### src/hw/rtl/assert_macros.svh
// Assertion macros shared by the RGB to HSV pixel unit
`ifndef ASSERT_MACROS_SVH
`define ASSERT_MACROS_SVH

// Property checked on every clock edge outside reset
`define ASSERT_ALWAYS(label, prop, msg) \
   label: assert property (@(posedge clock) disable iff (reset) (prop)) else $error(msg);

// Same-cycle implication checked outside reset
`define ASSERT_IMPLIES(label, ante, cons, msg) \
   label: assert property (@(posedge clock) disable iff (reset) (ante) |-> (cons)) \
      else $error(msg);

`endif

### src/hw/rtl/rhsv_pkg.sv
// Types, constants and widths for the RGB to HSV pixel unit
`default_nettype none

package rhsv_pkg;

   // Field widths
   localparam int CH_W          = 8;
   localparam int HUE_W         = 15;
   localparam int SAT_W         = 16;

   // Hue fixed point and scaling
   localparam int HUE_FRAC_BITS = 6;
   localparam int HUE_SCALE     = 60 << HUE_FRAC_BITS;
   localparam int HUE_BASE_GRN  = 120 << HUE_FRAC_BITS;
   localparam int HUE_BASE_BLU  = 240 << HUE_FRAC_BITS;
   localparam int HUE_WRAP      = 360 << HUE_FRAC_BITS;
   localparam int HUE_SUM_W     = 20;

   localparam int SAT_FULL      = 65535;

   // One quotient bit per cell; both quotients fit in 16 bits
   localparam int DIV_STEPS     = 16;
   localparam int DVD_W         = CH_W + DIV_STEPS;

   typedef enum logic [1:0] {
      SECTOR_RED,
      SECTOR_GREEN,
      SECTOR_BLUE
   } sector_type;

   typedef struct packed {
      logic [CH_W-1:0] red;
      logic [CH_W-1:0] green;
      logic [CH_W-1:0] blue;
   } pixel_in_type;

   typedef struct packed {
      logic [HUE_W-1:0] hue;
      logic [SAT_W-1:0] saturation;
      logic [CH_W-1:0]  brightness;
   } pixel_out_type;

   // One restoring division in flight
   typedef struct packed {
      logic [CH_W-1:0]      rem;
      logic [DIV_STEPS-1:0] dvd;
      logic [DIV_STEPS-1:0] quo;
      logic [CH_W-1:0]      dsr;
   } div_lane_type;

   // Word handed from cell to cell
   typedef struct packed {
      div_lane_type    sat;
      div_lane_type    hue;
      logic [CH_W-1:0] brightness;
      sector_type      sector;
      logic            hue_neg;
      logic            sat_zero;
      logic            hue_zero;
   } cell_type;

endpackage

`default_nettype wire

### src/hw/rtl/rhsv_front.sv
// Front stage: max, min, sector and dividend set-up, registered
`default_nettype none

module rhsv_front (
   input  wire                    clock,
   input  wire                    reset,
   input  wire                    in_valid,
   output logic                   in_ready,
   input  rhsv_pkg::pixel_in_type in_pixel,
   output logic                   out_valid,
   input  wire                    out_ready,
   output rhsv_pkg::cell_type     out_cell
);

   logic                        valid_ff;
   rhsv_pkg::cell_type          cell_ff;
   rhsv_pkg::cell_type          cell_in;

   logic [rhsv_pkg::CH_W-1:0]   mx;
   logic [rhsv_pkg::CH_W-1:0]   mn;
   logic [rhsv_pkg::CH_W-1:0]   delta;
   logic signed [rhsv_pkg::CH_W:0] diff;
   logic [rhsv_pkg::CH_W-1:0]   mag;
   logic [rhsv_pkg::DVD_W-1:0]  sat_dvd;
   logic [rhsv_pkg::DVD_W-1:0]  hue_dvd;
   rhsv_pkg::sector_type        sector;

   // Channel extremes
   always_comb begin
      mx = in_pixel.red;
      if (in_pixel.green > mx) mx = in_pixel.green;
      if (in_pixel.blue > mx)  mx = in_pixel.blue;
      mn = in_pixel.red;
      if (in_pixel.green < mn) mn = in_pixel.green;
      if (in_pixel.blue < mn)  mn = in_pixel.blue;
      delta = mx - mn;
   end

   // Sector choice: red wins ties over green, green over blue
   always_comb begin
      priority if (in_pixel.red == mx) begin
         sector = rhsv_pkg::SECTOR_RED;
         diff   = $signed({1'b0, in_pixel.green}) - $signed({1'b0, in_pixel.blue});
      end else if (in_pixel.green == mx) begin
         sector = rhsv_pkg::SECTOR_GREEN;
         diff   = $signed({1'b0, in_pixel.blue}) - $signed({1'b0, in_pixel.red});
      end else begin
         sector = rhsv_pkg::SECTOR_BLUE;
         diff   = $signed({1'b0, in_pixel.red}) - $signed({1'b0, in_pixel.green});
      end
      mag = diff[rhsv_pkg::CH_W] ? rhsv_pkg::CH_W'(-diff) : diff[rhsv_pkg::CH_W-1:0];
   end

   // Dividends; top byte seeds the remainder, it is already below the divisor
   always_comb begin
      sat_dvd = rhsv_pkg::DVD_W'(32'(delta) * 32'(rhsv_pkg::SAT_FULL));
      hue_dvd = rhsv_pkg::DVD_W'(32'(mag) * 32'(rhsv_pkg::HUE_SCALE));

      cell_in.sat.rem   = sat_dvd[rhsv_pkg::DVD_W-1 -: rhsv_pkg::CH_W];
      cell_in.sat.dvd   = sat_dvd[rhsv_pkg::DIV_STEPS-1:0];
      cell_in.sat.quo   = '0;
      cell_in.sat.dsr   = mx;
      cell_in.hue.rem   = hue_dvd[rhsv_pkg::DVD_W-1 -: rhsv_pkg::CH_W];
      cell_in.hue.dvd   = hue_dvd[rhsv_pkg::DIV_STEPS-1:0];
      cell_in.hue.quo   = '0;
      cell_in.hue.dsr   = delta;
      cell_in.brightness = mx;
      cell_in.sector    = sector;
      cell_in.hue_neg   = diff[rhsv_pkg::CH_W];
      cell_in.sat_zero  = (mx == '0);
      cell_in.hue_zero  = (delta == '0);
   end

   assign in_ready = !valid_ff || out_ready;

   // Stage register
   always_ff @(posedge clock) begin
      if (reset) begin
         valid_ff <= 1'b0;
      end else if (in_ready) begin
         valid_ff <= in_valid;
      end
      if (in_ready && in_valid) begin
         cell_ff <= cell_in;
      end
   end

   assign out_valid = valid_ff;
   assign out_cell  = cell_ff;

endmodule

`default_nettype wire

### src/hw/rtl/rhsv_div_cell.sv
// Division cell: one restoring quotient bit for both lanes, registered
`default_nettype none

module rhsv_div_cell (
   input  wire                clock,
   input  wire                reset,
   input  wire                in_valid,
   output logic               in_ready,
   input  rhsv_pkg::cell_type in_cell,
   output logic               out_valid,
   input  wire                out_ready,
   output rhsv_pkg::cell_type out_cell
);

   logic               valid_ff;
   rhsv_pkg::cell_type cell_ff;
   rhsv_pkg::cell_type cell_in;

   // Shift in the next dividend bit, subtract when it fits
   function automatic rhsv_pkg::div_lane_type div_step(input rhsv_pkg::div_lane_type lane);
      rhsv_pkg::div_lane_type  nxt;
      logic [rhsv_pkg::CH_W:0] trial;
      logic                    fits;
      trial = {lane.rem, lane.dvd[rhsv_pkg::DIV_STEPS-1]};
      fits  = (trial >= {1'b0, lane.dsr});
      nxt   = lane;
      nxt.rem = fits ? rhsv_pkg::CH_W'(trial - {1'b0, lane.dsr})
                     : trial[rhsv_pkg::CH_W-1:0];
      nxt.dvd = {lane.dvd[rhsv_pkg::DIV_STEPS-2:0], 1'b0};
      nxt.quo = {lane.quo[rhsv_pkg::DIV_STEPS-2:0], fits};
      return nxt;
   endfunction

   always_comb begin
      cell_in     = in_cell;
      cell_in.sat = div_step(in_cell.sat);
      cell_in.hue = div_step(in_cell.hue);
   end

   assign in_ready = !valid_ff || out_ready;

   // Cell register
   always_ff @(posedge clock) begin
      if (reset) begin
         valid_ff <= 1'b0;
      end else if (in_ready) begin
         valid_ff <= in_valid;
      end
      if (in_ready && in_valid) begin
         cell_ff <= cell_in;
      end
   end

   assign out_valid = valid_ff;
   assign out_cell  = cell_ff;

endmodule

`default_nettype wire

### src/hw/rtl/rhsv_back.sv
// Back stage: sign, sector base and wrap of hue, output register
`default_nettype none

module rhsv_back (
   input  wire                     clock,
   input  wire                     reset,
   input  wire                     in_valid,
   output logic                    in_ready,
   input  rhsv_pkg::cell_type      in_cell,
   output logic                    out_valid,
   input  wire                     out_ready,
   output rhsv_pkg::pixel_out_type out_pixel
);

   logic                              valid_ff;
   rhsv_pkg::pixel_out_type           pixel_ff;
   rhsv_pkg::pixel_out_type           pixel_in;

   logic signed [rhsv_pkg::HUE_SUM_W-1:0] base;
   logic signed [rhsv_pkg::HUE_SUM_W-1:0] term;
   logic signed [rhsv_pkg::HUE_SUM_W-1:0] sum;

   // Hue assembly
   always_comb begin
      unique case (in_cell.sector)
         rhsv_pkg::SECTOR_GREEN: base = rhsv_pkg::HUE_SUM_W'(rhsv_pkg::HUE_BASE_GRN);
         rhsv_pkg::SECTOR_BLUE:  base = rhsv_pkg::HUE_SUM_W'(rhsv_pkg::HUE_BASE_BLU);
         default:                base = '0;
      endcase
      term = $signed({{(rhsv_pkg::HUE_SUM_W-rhsv_pkg::DIV_STEPS){1'b0}}, in_cell.hue.quo});
      if (in_cell.hue_neg) term = -term;
      sum = base + term;
      if (sum < 0) sum = sum + rhsv_pkg::HUE_SUM_W'(rhsv_pkg::HUE_WRAP);
      if (in_cell.hue_zero) sum = '0;

      pixel_in.hue        = sum[rhsv_pkg::HUE_W-1:0];
      pixel_in.saturation = in_cell.sat_zero ? '0 : in_cell.sat.quo;
      pixel_in.brightness = in_cell.brightness;
   end

   assign in_ready = !valid_ff || out_ready;

   // Output register
   always_ff @(posedge clock) begin
      if (reset) begin
         valid_ff <= 1'b0;
      end else if (in_ready) begin
         valid_ff <= in_valid;
      end
      if (in_ready && in_valid) begin
         pixel_ff <= pixel_in;
      end
   end

   assign out_valid = valid_ff;
   assign out_pixel = pixel_ff;

endmodule

`default_nettype wire

### src/hw/rtl/rgb_to_hsv_pixel_unit.sv
// Path from accepted word to result: front stage, 16 division cells, output register.
// Throughput, unstalled: one word per cycle; each cell resolves one quotient bit per cycle.
// Each stage stalls on its own, so bubbles close up behind a held result.
// Reset: synchronous, active high; clears all stage valid flags, no results pending.
`default_nettype none

`include "assert_macros.svh"

module rgb_to_hsv_pixel_unit (
   input  wire                     clock,
   input  wire                     reset,
   input  wire                     req_valid,
   output logic                    req_ready,
   input  rhsv_pkg::pixel_in_type  req_pixel,
   output logic                    rsp_valid,
   input  wire                     rsp_ready,
   output rhsv_pkg::pixel_out_type rsp_pixel
);

   logic               chain_valid [0:rhsv_pkg::DIV_STEPS];
   logic               chain_ready [0:rhsv_pkg::DIV_STEPS];
   rhsv_pkg::cell_type chain_cell  [0:rhsv_pkg::DIV_STEPS];

   rhsv_front u_front (
      .clock     (clock),
      .reset     (reset),
      .in_valid  (req_valid),
      .in_ready  (req_ready),
      .in_pixel  (req_pixel),
      .out_valid (chain_valid[0]),
      .out_ready (chain_ready[0]),
      .out_cell  (chain_cell[0])
   );

   // Row of division cells
   for (genvar i = 0; i < rhsv_pkg::DIV_STEPS; i++) begin : g_cell
      rhsv_div_cell u_cell (
         .clock     (clock),
         .reset     (reset),
         .in_valid  (chain_valid[i]),
         .in_ready  (chain_ready[i]),
         .in_cell   (chain_cell[i]),
         .out_valid (chain_valid[i+1]),
         .out_ready (chain_ready[i+1]),
         .out_cell  (chain_cell[i+1])
      );
   end

   rhsv_back u_back (
      .clock     (clock),
      .reset     (reset),
      .in_valid  (chain_valid[rhsv_pkg::DIV_STEPS]),
      .in_ready  (chain_ready[rhsv_pkg::DIV_STEPS]),
      .in_cell   (chain_cell[rhsv_pkg::DIV_STEPS]),
      .out_valid (rsp_valid),
      .out_ready (rsp_ready),
      .out_pixel (rsp_pixel)
   );

   // Checks
   `ASSERT_IMPLIES(a_ready_only_on_stall, !req_ready, rsp_valid && !rsp_ready,
                   "input refused while output not stalled")
   `ASSERT_IMPLIES(a_hue_range, rsp_valid, rsp_pixel.hue < rhsv_pkg::HUE_W'(rhsv_pkg::HUE_WRAP),
                   "hue beyond a full turn")
   `ASSERT_IMPLIES(a_grey_hue, rsp_valid && rsp_pixel.saturation == '0, rsp_pixel.hue == '0,
                   "grey pixel with non-zero hue")
   `ASSERT_IMPLIES(a_black_sat, rsp_valid && rsp_pixel.brightness == '0,
                   rsp_pixel.saturation == '0, "black pixel with non-zero saturation")

endmodule

`default_nettype wire

### config.mk
export PLATFORM = sky130hd
export DESIGN_NAME = rgb_to_hsv_pixel_unit
export DESIGN_NICKNAME = d
export VERILOG_FILES = /design/src/hw/rtl/rhsv_pkg.sv /design/src/hw/rtl/rhsv_front.sv /design/src/hw/rtl/rhsv_div_cell.sv /design/src/hw/rtl/rhsv_back.sv /design/src/hw/rtl/rgb_to_hsv_pixel_unit.sv
export VERILOG_INCLUDE_DIRS = /design/src /design/src/hw/rtl
export SDC_FILE = /design/constraint.sdc
export NUM_CORES = 2
export LEC_CHECK = 0
export BUFFER_PORTS_ARGS = -buffer_cell sky130_fd_sc_hd__buf_2
export CORE_UTILIZATION = 39
export CTS_CLUSTER_DIAMETER = 50
export DETAILED_ROUTE_END_ITERATION = 16
export PLACE_DENSITY = 0.53
export SYNTH_ARGS = -nofsm -noshare
export SYNTH_HDL_FRONTEND = slang
export SYNTH_HIERARCHICAL = 1
export SYNTH_SLANG_ARGS = --single-unit
### constraint.sdc
create_clock -name clock -period 16.31 [get_ports clock]
set_input_delay 3.262 -clock clock [delete_from_list [all_inputs] [get_ports clock]]
set_output_delay 3.262 -clock clock [all_outputs]
set_load 0.01 [all_outputs]
# == Word-level counts from Yosys, hierarchy flattened ==
# Cells that the tools add are included.
# totals
input_bits,28
regBits,1102
output_inout_bits,41
wordCells,396
# op_classes
n_reduce_logical,56
order_cmp,37
addsub,38
mul,2
eq_ne,4
muxes,41
# ops
op,count
9-bit by 8-bit greater-or-equal comparator with 1-bit output,31
8-bit 2-to-1 mux,34
8-bit subtractor,30
14-bit one-hot mux with 2 select lines,1
8-bit by 8-bit subtractor with 9-bit output,3
"8-bit by 16-bit multiplier with 24-bit output, second input constant",1
15-bit by 20-bit adder with 20-bit output,1
"20-bit by 1-bit less-than comparator with 1-bit output, second input constant",1
20-bit 2-to-1 mux,1
16-bit negation with 20-bit output,1
1-bit logical AND,18
1-bit logical NOT,18
1-bit logical OR,18
9-bit 2-to-1 mux,2
8-bit == test,2
8-bit > comparator,2
8-bit logical NOT,2
8-bit less-than comparator,2
"15-bit adder, second input constant",1
15-bit 2-to-1 mux,1
"8-bit by 4-bit multiplier with 12-bit output, second input constant",1
5-bit by 8-bit greater-or-equal comparator with 1-bit output,1
8-bit negation,1
5-bit by 8-bit subtractor with 8-bit output,1
other kinds (4),4

# == Logic depth before layout (Yosys ltp) ==
# depth
ltp_word,20
depth_mapped,52
depth_no_buf,48

# == Cells and area by module ==
# Netlist, hierarchy kept.
# by_module_without_submodules
mod,cells_each,area_per_inst_um2,instances,seq_area_each_um2
rhsv_div_cell (g_cell[0].u_cell ...),241,4271.6,9,3233.1
rhsv_div_cell (g_cell[14].u_cell ...),246,4291.6,5,3233.1
rhsv_front,850,7912.6,1,1701.6
rhsv_div_cell (g_cell[4].u_cell),242,4267.8,1,3233.1
rhsv_div_cell (g_cell[13].u_cell),239,4241.6,1,3233.1
rhsv_back,169,2085.8,1,1191.1

# == Worst setup path before layout ==
# OpenSTA, ideal clock, no wires.
# synth_path
path_kind,in2reg
from,input port req_pixel[14] (netlist bit)
to,"register u_front.cell_ff (netlist bit u_front/out_cell[106]), data pin"
setup_slack_ps,2836
arrival_ps,13213
n_path_buf,4
stages,52
required_time_ps,16049
setup_time_ps,261
path_cell_list,inv_1 > ha_1 > a21o_1 > a221oi_2 > buf_2 > a21o_1 > clkbuf_1 > nor2_1 > a21oi_1 > ha_1 > o21a_1 > o21a_1 > o21ai_0 > a21oi_1 > o31a_1 > or2_2 > clkbuf_1 > clkbuf_1 > [16 not listed] > fa_1 > inv_1 > fa_1 > inv_1 > fa_1 > inv_1 > ha_1 > a21boi_0 > o21ai_0 > a21boi_0 > o21ai_0 > a21boi_0 > o21a_1 > o21a_1 > o21ai_0 > a21boi_0 > o21ai_0 > a21oi_1
# synth_rtl
element,line_no,text
"start, declared",rgb_to_hsv_pixel_unit.sv:14,"input rhsv_pkg::pixel_in_type req_pixel,"
"end signal, assigned",rhsv_front.sv:84,cell_ff <= cell_in;
"end, declared",rhsv_front.sv:16,rhsv_pkg::cell_type cell_ff;

==> flow_summary.yaml <==
clock_network:
  cts_buffers: 156
  clockBufferDepth: 3
  insertion_delay_ns: 0.77
  clock_sinks: 1313
  post_cts_buffers: 0
  ctsHoldBuffers: 0
  cts_max_level: 4
  root_buffer: "clkbuf_16"
  cts_tree: "built"
  cts.clk_slew.worst_paths_ns: 0.06
  cts_resized: 0
floorplanning:
  rows: 145
  io_pins: 69
  dieArea_mm2: 0.1604
  start_util_pct: 39.47
  die_w_um: 400.5
  dieHeight_um: 400.5
  core_area_mm2: 0.1569
setup_path:
  r2r-start: "u_back/out_valid"
  cp.required_ns: 16.83
  critical_path.top_delay_family: "compound AO/OA/AOI/OAI gates"
  cp_num_buf_inv: 9
  reg2reg_setup_slack_ns: 11.74
  critPathMaxStageDelay_ns: 0.79
  r2r_cells: 20
  cp.arrival_ns: 14.97
  critPathKind: "primary input to flip-flop"
  worstReg2RegEnd: "u_front/out_cell[3]"
  cp-endpoint: "u_front/out_cell[106]"
  critPathMaxFanout: 11
  cp-start-kind: "primary input"
  startpoint: "req_pixel[10]"
  slowest_stage: "fa_1"
  cp-end-kind: "flip-flop"
  worstSetupPathDepth: 46
global_routing:
  gr-usage-all-layers_pct: 13.93
  grt_pass1_vias: 33360
  grt_pass1_wl_um: 178800
  grt_overflow: 0
  antenna_found_initial: 1
  grt_max_degree: 67
status:
  status: "finished clean"
route:
  post_drt_wl_per_cell_um: 16.67
  dr.pass1.iters: 5
  vias: 32450
  routed_via_density: 4.889
  drc: 0
  wl_um: 110600
  ant_nets: 0
  drt-initial-drc-count: 1358
sta:
  period_needed_ns: 14.45
  fin_setup_tns_ns: 0
  fin_crit_sh_pct: 88.61
  fin_skew_ns: 0.02440
  drv_slew: 0
  rsz0062_at_grt: "false"
  hold_violations: 0
  worst_pin_slew_ns: 1.108
  setup_violations: 0
  worst_slack_ns: 1.858
  slew_headroom_pct: 26.16
  fmax_mhz: 69.20
logic_synthesis:
  syn_inst: 4235
  yosysWarnings: 6
  syn_avg_cell_area_um2: 14.63
  syn_area_mm2: 0.06194
hold_path:
  worstHoldPathType: "flip-flop to flip-flop"
layout:
  utilization_pct: 44.54
  drive_gt1_share_pct: 14.76
  area_growth_syn_to_layout_pct: 12.85
  nNetsFinal: 4919
  diodes: 0
  finalNonFillerCells: 6638
placed_design:
  numPortBuffers: 68
  place_hpwl_um: 81520
  gp_congestion: 0.8664
  placed_cells: 6346
  dp_slack_ns: 1.169
run:
  drv_cap: 0
-- worst min path at each step --
stage / slack, ns / end / cells after the start / from
after floorplan: 0.40 / g_cell[0].u_cell/out_cell[0] / 0 / u_front/out_cell[0]
after global placement: 0.40 / g_cell[13].u_cell/out_cell[2] / 0 / g_cell[12].u_cell/out_cell[2]
after detailed placement: 0.40 / g_cell[0].u_cell/out_cell[1] / 0 / u_front/out_cell[1]
after CTS: 0.40 / g_cell[1].u_cell/out_cell[96] / 0 / g_cell[0].u_cell/out_cell[95]
after global routing: 0.41 / g_cell[4].u_cell/out_cell[90] / 0 / g_cell[3].u_cell/out_cell[89]
final: 0.41 / g_cell[1].u_cell/out_cell[96] / 0 / g_cell[0].u_cell/out_cell[95]
-- cell type report --
class	instances	area, um^2
Timing Repair Buffer	89	498.0
Sequential cell	1313	39250
Inverter	523	1963
Multi-Input combinational cell	2363	20460
Tap cell	2058	2575
Clock inverter	103	1006
Clock buffer	189	4143
Fill cell	13960	87040
-- cell usage in the layout, fill, tap and decap left out, types with 14 or more instances in the layout --
cell       instances
and3_1            28
a21o_1            86
clkbuf_1          26
o21bai_1          21
and2_4            17
clkbuf_16        160
a211oi_1          19
xor2_1            42
nor2_1           133
mux2_4            84
nor3_1            48
xnor2_1          148
mux2i_1           69
nand2_1          109
nor2b_1           69
nand3_1           90
fa_1              71
a21oi_2           31
o21ai_0          113
buf_4             21
or4_1             26
o21ai_1           18
o31a_1            16
edfxtp_1        1295
nand2b_1          43
clkinv_2          21
a21oi_1          202
ha_1             374
a221oi_1          24
clkinv_1          29
inv_1            518
dfxtp_1           18
nor4_1            19
mux2_2            59
inv_6             14
o21a_1            54
buf_2             68
-- flip-flops by register name, summed over array words and instances, names as in the netlist --
register and flops:
g_cell.u_cell/out_cell 1200, u_front/out_cell 56, u_back/out_pixel 39, g_cell.u_cell/out_valid 16
u_back/out_valid 1, u_front/out_valid 1
-- metrics by stage --
stage,area [um^2],hold slack (ns)
after global placement,64750,0.4004
after floorplan,61980,0.4003
after global routing,69900,0.4126
final,69900,0.4059
after detailed placement,64750,0.4045
after CTS,69900,0.4032
-- per-layer routing --
metal | wire length [um] | vias up | track usage [%]
li1 | - | 16200 | -
met1 | 47260 | 15560 | 16.65
met2 | 55280 | 472 | 24.37
met3 | 3969 | 224 | 2.676
met4 | 4117 | 0 | 5.999
met5 | 0 | - | 0
Power is left out: the tool's default activity adds up to more than one toggle a clock period on the data nets, which glitch-free logic cannot reach.
